[config.mk]
export PLATFORM = sky130hd
export DESIGN_NAME = ckalu_cell
export DESIGN_NICKNAME = d
export VERILOG_FILES = /design/src/sv/assert_macros.svh /design/src/sv/ckalu_pkg.sv /design/src/sv/ckalu_cell.sv
export SDC_FILE = /design/constraint.sdc
export NUM_CORES = 1
export LEC_CHECK = 0
export BUFFER_PORTS_ARGS = -buffer_cell sky130_fd_sc_hd__buf_4
export CAP_MARGIN = 20
export CORE_MARGIN = 2
export CORE_UTILIZATION = 40
export DETAILED_ROUTE_END_ITERATION = 12
export PLACE_DENSITY = 0.64
export SLEW_MARGIN = 0
export SYNTH_ARGS = -nofsm -noshare
export SYNTH_HDL_FRONTEND = slang
export SYNTH_SLANG_ARGS = --single-unit
[constraint.sdc]
create_clock -name aclk -period 15.4 [get_ports aclk]
set_clock_uncertainty 0.2 [all_clocks]
set_input_delay 0.77 -clock aclk [delete_from_list [all_inputs] [get_ports aclk]]
set_output_delay 0.77 -clock aclk [all_outputs]
set_load 0.05 [all_outputs]
[src/sv/assert_macros.svh]
// Assertion helpers for the RTL.
`ifndef ASSERT_MACROS_SVH
`define ASSERT_MACROS_SVH

// Concurrent check, disabled while reset is asserted.
`define CKALU_ASSERT(label, clk, rstn, prop, msg) \
    label: assert property (@(posedge clk) disable iff (!rstn) (prop)) else $error(msg);

// Concurrent check that also holds across reset.
`define CKALU_ASSERT_ALWAYS(label, clk, prop, msg) \
    label: assert property (@(posedge clk) (prop)) else $error(msg);

`endif

[src/sv/ckalu_pkg.sv]
`timescale 1ns / 1ps
// ----------------------------------------------------------------------------
// ckalu_pkg
// Shared types and constants of the checked 64-bit integer ALU.
// ----------------------------------------------------------------------------
package ckalu_pkg;

    localparam int DATA_W  = 64;
    localparam int SHAMT_W = 6;
    localparam int NUM_CELLS = DATA_W;

    localparam logic [DATA_W-1:0] MIN_INT = {1'b1, {(DATA_W-1){1'b0}}};
    localparam logic [DATA_W-1:0] MAX_INT = {1'b0, {(DATA_W-1){1'b1}}};

    typedef enum logic [2:0] {
        OP_ADD = 3'd0,
        OP_SUB = 3'd1,
        OP_MUL = 3'd2,
        OP_DIV = 3'd3,
        OP_MOD = 3'd4,
        OP_SHL = 3'd5,
        OP_SHR = 3'd6
    } op_t;

    typedef struct packed {
        logic [2:0]        op;
        logic              neg_a;
        logic              neg_b;
        logic              err;
        logic [DATA_W-1:0] res;
        logic [DATA_W:0]   hi;
        logic [DATA_W-1:0] lo;
        logic [DATA_W-1:0] m;
    } word_t;

endpackage

[src/sv/ckalu_cell.sv]
`timescale 1ns / 1ps
// ----------------------------------------------------------------------------
// ckalu_cell
// One step of shift-add multiply or restoring divide, with its own stage.
// ----------------------------------------------------------------------------
module ckalu_cell
    import ckalu_pkg::*;
(
    input  logic  aclk,
    input  logic  aresetn,
    input  logic  in_valid,
    output logic  in_ready,
    input  word_t in_word,
    output logic  out_valid,
    input  logic  out_ready,
    output word_t out_word
);

    logic              valid_reg;
    word_t             word_reg;
    word_t             word_next;
    logic [DATA_W:0]   add_sum;
    logic [DATA_W:0]   sh_hi;
    logic [DATA_W+1:0] sub_diff;

    assign add_sum  = in_word.lo[0] ? (in_word.hi + {1'b0, in_word.m}) : in_word.hi;
    assign sh_hi    = {in_word.hi[DATA_W-1:0], in_word.lo[DATA_W-1]};
    assign sub_diff = {1'b0, sh_hi} - {2'b00, in_word.m};

    always_comb begin
        word_next = in_word;
        if (in_word.op == OP_MUL) begin
            word_next.hi = {1'b0, add_sum[DATA_W:1]};
            word_next.lo = {add_sum[0], in_word.lo[DATA_W-1:1]};
        end else begin
            word_next.lo = {in_word.lo[DATA_W-2:0], ~sub_diff[DATA_W+1]};
            word_next.hi = sub_diff[DATA_W+1] ? sh_hi : sub_diff[DATA_W:0];
        end
    end

    assign in_ready  = !valid_reg || out_ready;
    assign out_valid = valid_reg;
    assign out_word  = word_reg;

    always_ff @(posedge aclk) begin
        if (!aresetn) begin
            valid_reg <= 1'b0;
        end else if (in_ready) begin
            valid_reg <= in_valid;
        end
        if (in_ready && in_valid) begin
            word_reg <= word_next;
        end
    end

endmodule

# After elaboration in Yosys (flattened, before gate mapping)
# Index checks and enable logic that the tools add are counted.
totals:
  ff_bits: 264
  in_bits: 267
  out_inout_bits: 265
  word_cells: 20
op_classes:
  addsub: 2
  n_eq_ne: 1
  mux: 3
  n_bitwise: 1
  n_reduce_logical: 3
ops:
  columns: ["cell", "n"]
  rows:
  - ["65-bit two-way mux", 2]
  - ["128-bit two-way mux", 1]
  - ["65-bit by 64-bit subtractor with 66-bit output", 1]
  - ["65-bit by 64-bit adder with 65-bit output", 1]
  - ["3-bit by 2-bit == test with 1-bit output, second input constant", 1]
  - ["1-bit logical AND", 1]
  - ["1-bit logical NOT", 1]
  - ["1-bit logical OR", 1]
  - ["1-bit inverter", 1]

# Depth between registers and ports, before layout
logic_depth:
  ltp_word: 3
  ltp_mapped: 16
  mapped_depth_nobuf: 14

# Least setup slack after synthesis
# Ideal clock, no wire load.
synth_timing:
  path_type: "input port to flip-flop"
  start: "input out_ready"
  end: "register word_reg, in the netlist out_word[0], enable pin"
  setup_time_ns: 0.656
  arrival_time_ns: 7.258
  t_required_ns: 14.544
  path_slack_ns: 7.285
  cell_stages: 2
  n_path_buf: 0
  path_cell_list: "nand2b_1 -> and2_1"
synth_via:
  elab_chain_cells: 2
synth_lines:
  columns: ["item", "line", "text"]
  rows:
  - ["from (decl)", "ckalu_cell.sv:15", "input logic out_ready,"]
  - ["1-bit logical OR", "ckalu_cell.sv:41", "assign in_ready = !valid_reg || out_ready;"]
  - ["1-bit logical AND", "ckalu_cell.sv:51", "if (in_ready && in_valid) begin"]
  - ["to (signal assigned)", "ckalu_cell.sv:52", "word_reg <= word_next;"]
  - ["to (decl)", "ckalu_cell.sv:20", "word_t word_reg;"]
# No other way between the ends.
# A chain may end at the register's enable or synchronous reset.

==> metrics.txt <==
worst rel slew slack=0.291; clock slew at reported path FFs=0.06 ns; Comb pwr share=0.351; Hold Path Class=in2reg; fin crit share=0.288; total iterations of the first detailed-routing run=7; antenna cells=0; hold slack=0.165 ns; Pleak=0.0104 uW; Setup CP Type=in2reg; Setup WS pre-CTS=10.44 ns; vias in the first global route=16900; most frequent cells in the layout=buf_4 (542), nand2_1 (337), edfxtp_1 (263); met3 WL=5.76 mm; #FFs+latches synth=264; multi-input logic area=0.00963 mm2; f_max=225 MHz; number of max-cap violations=0; minimum clock period=4.44 ns; endpoints failing setup=0; Worst Max-Slew Pin Slew=1.06 ns; DRC violations left=0; Total Nets Final=2870; status=finished, final reports clean; flop-to-flop setup slack=12.76 ns; Synth Cell Area=0.0183 mm2; first-pass GRT wire length=104 mm; Post-CTS Hold Fix Bufs=0; CTS buffer count=31; Avg WL per Cell=23.0 um; Initial Util=0.405; GPL Wtd Cong=0.988; fill count=4220; Power Density=106 mW/mm2; full die area=0.0476 mm2; Post-DRT Antenna Nets=0; register area=0.00792 mm2; hold depth=1; CP top delay family=compound AO/OA/AOI/OAI gates; hold path startpoint=in_word[239]; Post-synth ARST share=0; port buffer count=531; CTS tree=built; area of the core=0.0453 mm2; reg2reg end=out_word[10]; hpwl dp=56.2 mm; final core occ=0.526; grt ovf=0; layout cells sized above 1=0.249; H-tree Lvls=1; r2r startpoint=out_valid; total track usage=0.287; Max Used Layer=met5; initial antenna violation count=2; fin. max-slew vios=0; Hold Path End=out_word[239]; post-CTS sizing=0; routed vias=17600; arrival time worst endpoint=4.54 ns; Site Rows=78; Syn. warnings=0; Setup Buffers After CTS=0; Root Buffer Master=clkbuf_16; Clock Power Share=0.298; setup TNS=0 ns; CTS sink count=264; crit-path cells=buf_4 -> inv_1 -> ha_1 -> o211ai_1 -> a21oi_1 -> o21ai_1 -> a31oi_4 -> a41oi_2 -> o21ai_2 -> a32oi_4 -> buf_4 -> inv_2 -> or3_1 -> o31ai_1 -> a21oi_1; Netlist cell types=79; Net Switching=915 uW; largest net degree at the start of global routing=80; Die H=218 um; Crit path largest cell delay=0.71 ns; Syn Nets=2385; WP data required=15.50 ns; # IOs=532; Pwr Total=2530 uW; sequential share of the synthesized area=0.432; Avg Inst Size Synth=9.23 um2; Hold Vio Cnt, Final=0; crit end category=flop; Net Sw Frac=0.361; unrepaired setup endpoints after global routing=no; Post-synth EDFFs=263; peak supply drop=0.0000992 V; Flop pwr share=0.351; Pint=1620 uW; CP bufs+invs=4; Layout area overhead=29.8%; final worst slack=10.96 ns; Cells after Synth=1988; top_reg_cell synth=edfxtp_1; worst-case clock buffer depth=3; initial drt markers=1584; commonest non-fill, non-tap cell in the layout=buf_4; Total Wirelength=71.4 mm; R2R depth=3; type of origin of the critical path=input pin; CP max FO=79; met2 WL=34.1 mm; Avg Vias per Cell=5.68; Die W=218 um; M1 WL=28.5 mm; clk_lat worst skew=0.58 ns; Slowest cell on crit path=buf_4
==> cells in the mapped netlist (all sizes together) (20+ instances only) <==
library cell / n / area [um2]
nand2: 338 / 1270
edfxtp: 263 / 7900
a21oi: 244 / 1220
nor2: 137 / 514
o21ai: 130 / 669
ha: 128 / 1600
inv: 104 / 390
xnor2: 67 / 587
a211oi: 60 / 470
clkbuf: 59 / 224
xor2: 54 / 473
a21o: 52 / 390
nand4: 40 / 256
buf: 32 / 204
o21bai: 30 / 229
nor3: 23 / 120
mux2i: 21 / 210
nand3: 20 / 100
o21a: 20 / 150
==> logic make-up after synthesis <==
| logic type | count (synthesis) | synth area share |
|---|---|---|
| xor gates and xnor gates | 121 | 0.0578 |
| buffers and inverters | 196 | 0.0448 |
| DFF | 264 | 0.432 |
| and+or+nand+nor | 627 | 0.149 |
| muxes | 21 | 0.0115 |
| AOI/OAI and AO/OA | 629 | 0.216 |
| adders and majority gates | 130 | 0.0895 |
==> power by group through the flow <==
stage                     clock network [uW]  registers, uW  logic [uW]
after floorplan                            0           1100         392
after global placement                     0            902         878
after detailed placement                   0            902         878
after CTS                                771            888         883
after global routing                     801            892         949
final                                    755            888         890
==> metrics by stage <==
step / cells / instance area, um2
finish: 3097 / 23800
floorplan: 1988 / 18300
global placement: 3039 / 22800
detailed placement: 3039 / 22800
CTS: 3096 / 23800
global route: 3097 / 23800
==> sequential cells by signal (all words and copies together) (netlist names) <==
name       flops
out_valid      1
out_word     263
==> cell type report <==
cell class,instances,share of cell area
clock inverter,20,0.00951
tap,600,0.0315
multi-input combinational,1528,0.404
sequential,264,0.332
inverter,105,0.0166
clock buffer,37,0.0335
timing repair buffer,543,0.172
==> metal layers <==
metal,global-route usage,vias to the layer above
met4,0.110,4
met5,0,-
met2,0.482,825
met3,0.0558,136
met1,0.363,8393
li1,-,8229
==> worst max-delay path by stage <==
| stage | from | endpoint | slack [ns] | depth (start not counted) |
|---|---|---|---|---|
| floorplan | out_ready | out_word[0] | 7.29 | 2 |
| global placement | in_word[6] | out_word[189] | 10.49 | 15 |
| detailed placement | in_word[8] | out_word[189] | 10.44 | 15 |
| CTS | in_word[8] | out_word[189] | 11.04 | 15 |
| global route | in_word[8] | out_word[189] | 10.73 | 15 |
| finish | in_word[2] | out_word[189] | 10.96 | 15 |
Power figures use the tool's default switching activity.
