### config.mk
export PLATFORM = sky130hd
export DESIGN_NAME = ckalu_back
export DESIGN_NICKNAME = d
export VERILOG_FILES = /design/src/sv/ckalu_pkg.sv /design/src/sv/ckalu_back.sv
export VERILOG_INCLUDE_DIRS = /design/src /design/src/sv
export SDC_FILE = /design/constraint.sdc
export NUM_CORES = 1
export LEC_CHECK = 0
export BUFFER_PORTS_ARGS = -buffer_cell sky130_fd_sc_hd__buf_2
export CORE_AREA = 5 5 155 157
export CTS_CLUSTER_SIZE = 20
export DETAILED_ROUTE_END_ITERATION = 12
export DIE_AREA = 0 0 160 162
export GPL_TIMING_DRIVEN = 0
export PLACE_DENSITY = 0.6
export SLEW_MARGIN = 20
export SYNTH_ARGS = -nofsm -noshare
export SYNTH_HDL_FRONTEND = slang
export SYNTH_SLANG_ARGS = --single-unit
### constraint.sdc
create_clock -name aclk -period 5.4 [get_ports aclk]
set_input_delay 0.27 -clock aclk [delete_from_list [all_inputs] [get_ports aclk]]
set_output_delay 0.27 -clock aclk [all_outputs]
set_load 0.05 [all_outputs]
### src/sv/assert_macros.svh
// Assertion helpers for the RTL.
`ifndef ASSERT_MACROS_SVH
`define ASSERT_MACROS_SVH

// Concurrent check, disabled while reset is asserted.
`define CKALU_ASSERT(label, clk, rstn, prop, msg) \
    label: assert property (@(posedge clk) disable iff (!rstn) (prop)) else $error(msg);

// Concurrent check that also holds across reset.
`define CKALU_ASSERT_ALWAYS(label, clk, prop, msg) \
    label: assert property (@(posedge clk) (prop)) else $error(msg);

`endif

### src/sv/ckalu_pkg.sv
`timescale 1ns / 1ps
// ----------------------------------------------------------------------------
// ckalu_pkg
// Shared types and constants of the checked 64-bit integer ALU.
// ----------------------------------------------------------------------------
package ckalu_pkg;

    localparam int DATA_W  = 64;
    localparam int SHAMT_W = 6;
    localparam int NUM_CELLS = DATA_W;

    localparam logic [DATA_W-1:0] MIN_INT = {1'b1, {(DATA_W-1){1'b0}}};
    localparam logic [DATA_W-1:0] MAX_INT = {1'b0, {(DATA_W-1){1'b1}}};

    typedef enum logic [2:0] {
        OP_ADD = 3'd0,
        OP_SUB = 3'd1,
        OP_MUL = 3'd2,
        OP_DIV = 3'd3,
        OP_MOD = 3'd4,
        OP_SHL = 3'd5,
        OP_SHR = 3'd6
    } op_t;

    typedef struct packed {
        logic [2:0]        op;
        logic              neg_a;
        logic              neg_b;
        logic              err;
        logic [DATA_W-1:0] res;
        logic [DATA_W:0]   hi;
        logic [DATA_W-1:0] lo;
        logic [DATA_W-1:0] m;
    } word_t;

endpackage

### src/sv/ckalu_back.sv
`timescale 1ns / 1ps
// ----------------------------------------------------------------------------
// ckalu_back
// Sign fixup, multiply overflow check, result select and output register.
// ----------------------------------------------------------------------------
`include "assert_macros.svh"

module ckalu_back
    import ckalu_pkg::*;
(
    input  logic                     aclk,
    input  logic                     aresetn,
    input  logic                     in_valid,
    output logic                     in_ready,
    input  word_t                    in_word,
    output logic                     m_valid,
    input  logic                     m_ready,
    output logic signed [DATA_W-1:0] m_value,
    output logic                     m_range_error
);

    logic              valid_reg;
    logic [DATA_W-1:0] value_reg;
    logic              err_reg;
    logic [DATA_W-1:0] value_next;
    logic              err_next;
    logic [DATA_W-1:0] lim;
    logic [DATA_W-1:0] prod_lo;
    logic [DATA_W-1:0] rem;
    logic              neg_q;

    assign neg_q   = in_word.neg_a ^ in_word.neg_b;
    assign lim     = neg_q ? MIN_INT : MAX_INT;
    assign prod_lo = in_word.lo;
    assign rem     = in_word.hi[DATA_W-1:0];

    always_comb begin
        err_next   = in_word.err;
        value_next = in_word.res;
        case (in_word.op)
            OP_MUL: begin
                err_next   = (|in_word.hi) || (prod_lo > lim);
                value_next = neg_q ? (~prod_lo + 1'b1) : prod_lo;
            end
            OP_DIV: begin
                value_next = neg_q ? (~prod_lo + 1'b1) : prod_lo;
            end
            OP_MOD: begin
                value_next = in_word.neg_a ? (~rem + 1'b1) : rem;
            end
            default: begin
                value_next = in_word.res;
            end
        endcase
        if (err_next) begin
            value_next = '0;
        end
    end

    assign in_ready      = !valid_reg || m_ready;
    assign m_valid       = valid_reg;
    assign m_value       = value_reg;
    assign m_range_error = err_reg;

    always_ff @(posedge aclk) begin
        if (!aresetn) begin
            valid_reg <= 1'b0;
        end else if (in_ready) begin
            valid_reg <= in_valid;
        end
        if (in_ready && in_valid) begin
            value_reg <= value_next;
            err_reg   <= err_next;
        end
    end

    `CKALU_ASSERT(a_err_zero, aclk, aresetn, (m_valid && m_range_error) |-> (m_value == '0),
                  "error word carries nonzero value")
    `CKALU_ASSERT_ALWAYS(a_reset_empty, aclk, !aresetn |=> !m_valid,
                         "output valid after reset")
    `CKALU_ASSERT(a_hold, aclk, aresetn,
                  (m_valid && !m_ready) |=> (m_valid && $stable(m_value) && $stable(m_range_error)),
                  "stalled word changed")

endmodule

# Yosys cells after proc, flatten, opt, wreduce, memory -nomap -nowiden
# Cells that the tools add are included.
[classes]
addsub = 2
n_lt_le_gt_ge = 1
eq_ne = 3
muxes = 5
bitwise = 3
n_reduce_logical = 6
[ops]
columns = ["cell", "n"]
rows = [
  ["64-bit 2-to-1 mux", 3],
  ["64-bit by 1-bit adder with 64-bit output, second input constant", 2],
  ["64-bit inverter", 2],
  ["64-bit one-hot mux with 2 select lines", 1],
  ["65-bit OR reduction", 1],
  ["64-bit > comparator", 1],
  ["3-bit by 2-bit == test with 1-bit output, second input constant", 2],
  ["3-bit == test, second input constant", 1],
  ["1-bit logical OR", 2],
  ["2-bit OR reduction", 1],
  ["1-bit logical AND", 1],
  ["1-bit zero test", 1],
  ["1-bit 2-to-1 mux", 1],
  ["1-bit XOR", 1],
]
[word_totals]
register_bits = 66
in_bits = 267
out_inout_bits = 67
word_cells = 23

# Depth between registers and ports, before layout
# Gate-level depths: netlist of the first run.
[logic_depth]
depth_word = 5
ltp_mapped = 14

# Least setup slack after synthesis of the first run
# OpenSTA, ideal clock, no wires.
[synth_timing]
kind = "input to register"
from = "in in_word[258] (netlist bit)"
to = "reg err_reg (netlist: m_range_error) (data pin)"
arrival_time_ns = 4.227
required_ns = 5.143
path_slack_ns = 0.917
cell_stages = 13
cell_sequence = "xnor2_1 clkbuf_1 inv_1 buf_1 ha_1 a211oi_1 nor2_1 nor3_1 a31oi_1 a2111oi_2 a21oi_1 buf_2 buf_6"
[synth_between]
elab_chain_len = 5
[synth_rtl]
columns = ["item", "line_no", "source"]
rows = [
  ["from (decl)", "ckalu_back.sv:15", "input word_t in_word,"],
  ["1-bit XOR", "ckalu_back.sv:32", "assign neg_q = in_word.neg_a ^ in_word.neg_b;"],
  ["64-bit 2-to-1 mux", "ckalu_back.sv:33", "assign lim = neg_q ? MIN_INT : MAX_INT;"],
  ["64-bit > comparator", "ckalu_back.sv:42", "err_next = (|in_word.hi) || (prod_lo > lim);"],
  ["1-bit logical OR", "ckalu_back.sv:42", ""],
  ["1-bit 2-to-1 mux", "ckalu_back.sv:40", "case (in_word.op)"],
  ["net err_next", "ckalu_back.sv:26", "logic err_next;"],
  ["to (signal assigned)", "ckalu_back.sv:73", "err_reg <= err_next;"],
  ["to (decl)", "ckalu_back.sv:24", "logic err_reg;"],
]
# The timed path passes the listed nets, and every way through them passes these cells.
# A chain may end at the register's enable or synchronous reset.

# Worst setup path in the final report of the first run
[layout_timing]
from = "in in_word[259] (netlist bit)"
to = "reg value_reg[57] (netlist: m_value[57]) (data pin)"
[layout_between]
elab_chain_len = 5
[layout_rtl]
columns = ["item", "line_no", "source"]
rows = [
  ["1-bit XOR", "ckalu_back.sv:32", ""],
  ["64-bit 2-to-1 mux", "ckalu_back.sv:33", ""],
  ["64-bit > comparator", "ckalu_back.sv:42", ""],
  ["1-bit logical OR", "ckalu_back.sv:42", ""],
  ["1-bit 2-to-1 mux", "ckalu_back.sv:40", ""],
  ["to (signal assigned)", "ckalu_back.sv:72", "value_reg <= value_next;"],
  ["to (decl)", "ckalu_back.sv:23", "logic [DATA_W-1:0] value_reg;"],
]
# Parallel ways exist; a longest one is shown, timed or not.

==> summary.txt, run 1 <==
STA
  • Worst slew margin relative to its limit: 30.3%
  • Max Fclk: between 200 and 250 MHz
  • Final Max Tran Viols: 0
  • Fin crit share: 87.2%
  • Setup repair after global routing missed its margin: false
  • Worst hold slack after final layout: 187 ps
  • Worst clock skew: 14.8 ps
  • Clock period minus final worst setup slack: approximately 4700 ps
  • Setup violation total in the final timing report: 0
  • Final number of hold-violating endpoints: 0
  • Worst-margin pin slew: a little over 1000 ps

Yosys
  • List of most frequent post-synthesis cells: 89 x sky130_fd_sc_hd__nand2_1, 75 x sky130_fd_sc_hd__nor2_1, 74 x sky130_fd_sc_hd__xnor2_1, 65 x sky130_fd_sc_hd__a21oi_1, 65 x sky130_fd_sc_hd__edfxtp_1
  • Post-synth top area share: 25.3%
  • Number of instances in the synthesized netlist: 922
  • Async S/R FF share, synth: 0%
  • Synthesized cell area: 7710 µm²
  • Synthesis-stage register bit count: 66
  • Ranking of synthesized cells by area: sky130_fd_sc_hd__edfxtp_1 25%, sky130_fd_sc_hd__ha_1 10%, sky130_fd_sc_hd__xnor2_1 8.4%
  • Most used standard cell by instance count after synthesis: sky130_fd_sc_hd__nand2_1
  • Count of flip-flops with a built-in enable after synthesis: 65
  • Largest area contributor in the netlist: sky130_fd_sc_hd__edfxtp_1
  • Top flip-flop cell by instance count after synthesis: sky130_fd_sc_hd__edfxtp_1
  • Mean instance size in the synthesized netlist: 8.36 µm²
  • Count of distinct cell types in the synthesized netlist: 57
  • Net count of the mapped netlist: between 1000 and 1500
  • Synth Warn #: 0
  • Portion of the post-synthesis area used by sequential elements: between 20 and 30%

Route
  • WL final: 34000 µm
  • Antenna-violating nets left: 0
  • Number of DRC markers after the initial detailed-route iteration: 769
  • Routed WL per cell: 22.6 µm
  • Pre-antenna DRT Iters: 6
  • Remaining DRCs: 0
  • Detail-routed via count per cell: around 5.8
  • Number of vias in the routed layout: 8671

Critical path
  • Maximum fanout along the worst path: 40
  • Type of the worst setup path: in2reg
  • Crit path launch type: input port
  • Kind of capture point of the worst setup path: flop
  • Worst path required time: 5460 ps
  • Worst EP arrival: between 4000 and 5000 ps

Finish
  • Utilization after layout: 43.9%
  • Post-route non-filler standard cell count: 1504
  • Share of layout cells above drive strength 1: 27.9%
  • Post-layout net count: 1535
  • Finished layout cell area: 9810 µm²
  • Area growth from synthesis to final layout: 27.2%

Placement
  • Placed wire-length estimate: around 28000 µm
  • Post-Place Cell Area: 9460 µm²
  • Placer's final routability congestion estimate: ~0.96
  • Number of port buffers: 269
  • Total placed cells including tap cells: 1478

Clock tree
  • Count of cells resized by post-cts repair: 0
  • Maximum root-to-sink buffer count: 2
  • Clock latency of the later-clocked register in the worst-skew pair: 350 ps
  • Setup fix buffers added after clock tree synthesis: 0
  • Count of hold buffers inserted by post-cts repair: 0
  • Number of clock sinks: 66
  • Number of buffers inserted during clock tree synthesis: 9
  • Clock-pin transition on the worst setup and hold timing paths: 70 ps
  • CTS tree: done
  • CTS HTree Levels: 3
  • Master cell of the clock root buffer: sky130_fd_sc_hd__clkbuf_16

Pwr
  • Worst voltage drop across the vdd grid: 122 µV
  • Pwr Total: 0.00216 W
  • Power density cells: 220 nW/µm²
  • Leakage: around 3.9 nW

Job
  • Max-capacitance violation count: 0

Hold path
  • Tightest Hold Check Type: in2reg

Floorplan
  • Die Y: 162 µm
  • Number of ports placed on the die boundary: 334
  • DIE AREA: 25900 µm²
  • Initial core utilization: roughly a third
  • Core box area: about 22000 µm²
  • Die width: 160 µm
  • FP Rows: 55

GRT
  • Overflow left after global routing: 0
  • Maximum number of pins on one net before global-route repair: 51
  • Global-route wire length before repair: 50600 µm
  • Total Routing Usage GR: 25.2%
  • Number of antenna violations at the first check in global routing: 9
  • Via count of the first global-routing pass: 8532

Outcome
  • Outcome: complete, no violations
[worst max-delay path: stages]
cell and delay [ps]:
sky130_fd_sc_hd__buf_2 130, sky130_fd_sc_hd__xnor2_1 540, sky130_fd_sc_hd__clkbuf_1 510, sky130_fd_sc_hd__inv_1 330, sky130_fd_sc_hd__buf_2 430, sky130_fd_sc_hd__buf_12 280
sky130_fd_sc_hd__ha_1 310, sky130_fd_sc_hd__nand4_1 170, sky130_fd_sc_hd__nor4_1 370, sky130_fd_sc_hd__nand2_1 120, sky130_fd_sc_hd__nor2_1 150, sky130_fd_sc_hd__a2111oi_2 80
sky130_fd_sc_hd__a21oi_1 280, sky130_fd_sc_hd__clkbuf_1 630, sky130_fd_sc_hd__a31oi_1 140
[kinds of logic (layout without fill, tap and decap cells)]
| group | count (synthesis) | after routing | synth area share, % |
|---|---|---|---|
| flops | 66 | 66 | 25.6 |
| other cells | 0 | 10 | 0 |
| fa+ha+maj | 64 | 64 | 10.4 |
| xor+xnor | 122 | 122 | 13.9 |
| simple gates | 322 | 322 | 21.3 |
| compound gates | 273 | 273 | 24.4 |
| buf+inv | 71 | 358 | 3.96 |
| mux | 4 | 4 | 0.568 |
[final cells by class]
| type | count | area, µm² |
|---|---|---|
| Antenna cell | 10 | 25.0 |
| Buffer | 51 | 231 |
| Clock inverter | 7 | 93.8 |
| Multi-Input combinational cell | 785 | 5440 |
| Timing Repair Buffer | 271 | 1390 |
| Sequential cell | 66 | 1970 |
| Inverter | 20 | 75.1 |
| Fill cell | 2330 | 12600 |
| Tap cell | 285 | 357 |
| Clock buffer | 9 | 225 |
[per-layer routing]
metal  share of wire (%)  GRT usage, %  routed length, µm  vias to the layer above
li1                    -             -                  -                     4111
met1                  42          33.3              14400                     4104
met2                  46          41.3              15800                      389
met3                 7.2          3.53               2450                       67
met4                 3.8          10.8               1290                        0
met5                   0             0                  0                        -
[sequential cells by signal, summed over array words and instances (netlist names)]
| signal | flops |
|---|---|
| m_valid | 1 |
| m_range_error | 1 |
| m_value | 64 |
[cell usage in the layout (no fill, tap or decap), types with 22 or more instances in the layout]
master	instances
sky130_fd_sc_hd__xnor2_1	74
sky130_fd_sc_hd__clkbuf_1	37
sky130_fd_sc_hd__nand3_1	29
sky130_fd_sc_hd__a31oi_1	27
sky130_fd_sc_hd__a21oi_2	29
sky130_fd_sc_hd__o21ai_0	29
sky130_fd_sc_hd__o31ai_1	22
sky130_fd_sc_hd__edfxtp_1	65
sky130_fd_sc_hd__nor3_1	26
sky130_fd_sc_hd__a22oi_1	34
sky130_fd_sc_hd__nor2_1	75
sky130_fd_sc_hd__ha_1	64
sky130_fd_sc_hd__a21oi_1	65
sky130_fd_sc_hd__nand2_1	89
sky130_fd_sc_hd__xor2_1	48
sky130_fd_sc_hd__buf_2	271
[power breakdown]
part / total, W / internal, W / switching (W)
Clock: 0.000644 / 0.000403 / 0.000240
Combinational: 0.000887 / 0.000297 / 0.000590
Sequential: 0.000624 / 0.000614 / 0.0000108
Total: 0.00216 / 0.00131 / 0.000841
[stage by stage]
step / TNS, ps / setup WS (ps)
3_3_place_gp: -50160 / -929
3_5_place_dp: 0 / 436
2_1_floorplan: 0 / 917
4_1_cts: 0 / 795
6_report: 0 / 691
5_1_grt: 0 / 483
[worst paths after layout]
| check | from | end | slack (ps) | cells after the start |
|---|---|---|---|---|
| max | in_word[259] | m_value[57]$_SDFFCE_PP0P_ | 690 | 15 |
| min | aresetn | m_valid$_SDFFE_PN0N_ | 190 | 2 |
| max reg2reg | m_valid$_SDFFE_PN0N_ | m_value[45]$_SDFFCE_PP0P_ | 4020 | 3 |
| min reg2reg | m_valid$_SDFFE_PN0N_ | m_valid$_SDFFE_PN0N_ | 540 | 2 |
Power figures use the tool's default switching activity.
==> run 2: changes to the inputs <==
Settings changed: REMOVE_ABC_BUFFERS set to 1.
==> run 2 against run 1 <==
  * Worst setup slack gained 32 ps
  * Worst hold slack worse by 18 ps
  * Die area did not move
  * Highest routed layer unchanged
==> summary.txt, run 2 (synthesis gave the netlist of run 1 again) <==
Outcome
  • Outcome: complete, no violations (unchanged)

Floorplan
  • DIE AREA: 25900 µm² (unchanged)
  • Number of ports placed on the die boundary: 334 (unchanged)
  • Die Y: 162 µm (unchanged)
  • Core box area: 22400 µm² (unchanged)
  • Initial core utilization: 34.5% (unchanged)
  • FP Rows: 55 (unchanged)
  • Die width: 160 µm (unchanged)

Pwr
  • Worst voltage drop across the vdd grid: 116 µV (was 122 µV)
  • Pwr Total: 0.00205 W (was 0.00216 W)
  • Leakage: 3.88 nW (was 3.85 nW)
  • Power density cells: 210 nW/µm² (was 220 nW/µm²)

GRT
  • Overflow left after global routing: 0 (unchanged)
  • Via count of the first global-routing pass: 8098 (was 8532)
  • Maximum number of pins on one net before global-route repair: 78 (was 51)
  • Total Routing Usage GR: 21.0% (was 25.2%)
  • Global-route wire length before repair: 44300 µm (was 50600 µm)
  • Number of antenna violations at the first check in global routing: 1 (was 9)

Finish
  • Finished layout cell area: 9760 µm² (was 9810 µm²)
  • Fill cell total of the finished layout: 2288 (was 2330)
  • Post-route non-filler standard cell count: 1452 (was 1504)
  • Commonest cells after routing, fill and taps aside: 268 x sky130_fd_sc_hd__buf_2, 88 x sky130_fd_sc_hd__nand2_1, 74 x sky130_fd_sc_hd__nor2_1 (was 271 x sky130_fd_sc_hd__buf_2, 89 x sky130_fd_sc_hd__nand2_1, 75 x sky130_fd_sc_hd__nor2_1)
  • Most common cell after layout, fill and taps aside: sky130_fd_sc_hd__buf_2 (unchanged)
  • Footprint of the multi-input gates: 5520 µm² (was 5440 µm²)
  • Utilization after layout: 43.6% (was 43.9%)
  • Max FFs per register: 64 (unchanged)
  • Area growth from synthesis to final layout: 26.5% (was 27.2%)
  • Post-layout net count: 1492 (was 1535)
  • FF+latch area: 1970 µm² (unchanged)
  • Share of layout cells above drive strength 1: 30.1% (was 27.9%)

Route
  • WL final: 28000 µm (was 34000 µm)
  • Remaining DRCs: 0 (unchanged)
  • Detail-routed via count per cell: 5.69 (was 5.77)
  • Pre-antenna DRT Iters: 7 (was 6)
  • Number of DRC markers after the initial detailed-route iteration: 561 (was 769)
  • Routed WL per cell: 19.3 µm (was 22.6 µm)
  • Number of vias in the routed layout: 8269 (was 8671)
  • Antenna-violating nets left: 0 (unchanged)

STA
  • Max Fclk: 214 MHz (was 212 MHz)
  • Worst clock skew: 13.2 ps (was 14.8 ps)
  • Worst slew margin relative to its limit: 31.1% (was 30.3%)
  • Setup violation total in the final timing report: 0 (unchanged)
  • Total negative setup slack: 0 ps (unchanged)
  • Final number of hold-violating endpoints: 0 (unchanged)
  • Worst-margin pin slew: 1030 ps (was 1040 ps)
  • Setup repair after global routing missed its margin: false (unchanged)
  • Clock period minus final worst setup slack: 4680 ps (was 4710 ps)
  • Fin crit share: 86.6% (was 87.2%)
  • Final Max Tran Viols: 0 (unchanged)

Clock tree
  • Clock latency of the later-clocked register in the worst-skew pair: 350 ps (about the same)
  • CTS HTree Levels: 3 (unchanged)
  • Master cell of the clock root buffer: sky130_fd_sc_hd__clkbuf_16 (unchanged)
  • CTS tree: done (unchanged)
  • Maximum root-to-sink buffer count: 2 (unchanged)
  • Number of buffers inserted during clock tree synthesis: 9 (unchanged)
  • Setup fix buffers added after clock tree synthesis: 0 (unchanged)
  • Count of hold buffers inserted by post-cts repair: 0 (unchanged)
  • Clock-pin transition on the worst setup and hold timing paths: 70 ps (about the same)
  • Number of clock sinks: 66 (unchanged)
  • Count of cells resized by post-cts repair: 0 (unchanged)

Critical path
  • Worst path required time: 5580 ps (was 5460 ps)
  • Kind of capture point of the worst setup path: flop (unchanged)
  • Crit path launch type: input port (unchanged)
  • Type of the worst setup path: in2reg (unchanged)
  • Worst EP arrival: 4860 ps (was 4770 ps)
  • Maximum fanout along the worst path: 77 (was 40)

Placement
  • Placer's final routability congestion estimate: 0.855 (was 0.965)
  • Number of port buffers: 269 (unchanged)
  • Placed wire-length estimate: 21900 µm (was 28000 µm)
  • Post-Place Cell Area: 9460 µm² (about the same)
  • Total placed cells including tap cells: 1435 (was 1478)

Job
  • Max-capacitance violation count: 0 (unchanged)

Hold path
  • Tightest Hold Check Type: in2reg (unchanged)
[run 2: routing by layer]
layer	vias up	global-route usage (%)	wire length [µm]
met4	0	5.12	437
met2	324	35.1	13100
met5	-	0	0
met1	3897	28.3	12600
met3	27	3.78	1910
li1	4021	-	-
[run 2: cell type report]
class / count / share of cell area, %
diodes: 1 / 0.0257
clock buffers: 11 / 2.59
inverters: 20 / 0.795
flip-flops and latches: 66 / 20.2
well taps: 285 / 3.66
repair buffers: 279 / 15.8
multi-input cells: 785 / 56.5
clock inverters: 5 / 0.385
[run 2: critical path, stage by stage]
cell and delay (ps):
sky130_fd_sc_hd__buf_4 560, sky130_fd_sc_hd__xnor2_2 350, sky130_fd_sc_hd__buf_6 260, sky130_fd_sc_hd__buf_6 160, sky130_fd_sc_hd__inv_4 560, sky130_fd_sc_hd__ha_1 390, sky130_fd_sc_hd__a21o_1 180, sky130_fd_sc_hd__a21o_1 170
sky130_fd_sc_hd__a221oi_1 460, sky130_fd_sc_hd__o211ai_1 160, sky130_fd_sc_hd__o21ai_0 500, sky130_fd_sc_hd__a21oi_4 340, sky130_fd_sc_hd__buf_8 260, sky130_fd_sc_hd__a31oi_1 150
[run 2: path summary, 6_finish.rpt]
check | from | endpoint | slack [ps] | cells past startpoint
min | aresetn | m_valid$_SDFFE_PN0N_ | 170 | 2
max | in_word[259] | m_value[54]$_SDFFCE_PP0P_ | 720 | 14
max reg2reg | m_valid$_SDFFE_PN0N_ | m_value[48]$_SDFFCE_PP0P_ | 3900 | 3
min reg2reg | m_valid$_SDFFE_PN0N_ | m_valid$_SDFFE_PN0N_ | 560 | 2
[run 2: power by group]
group	total, W	switching, W	internal [W]
sequential	0.000623	0.00000984	0.000613
combinational	0.000826	0.000525	0.000300
clock	0.000604	0.000265	0.000339
[run 2: through the flow]
stage | hold WS (ps) | setup WS (ps)
2_1_floorplan | 409 | -4570
3_3_place_gp | 508 | -11070
3_5_place_dp | 536 | 419
4_1_cts | 155 | 788
5_1_grt | 152 | 440
6_report | 169 | 723
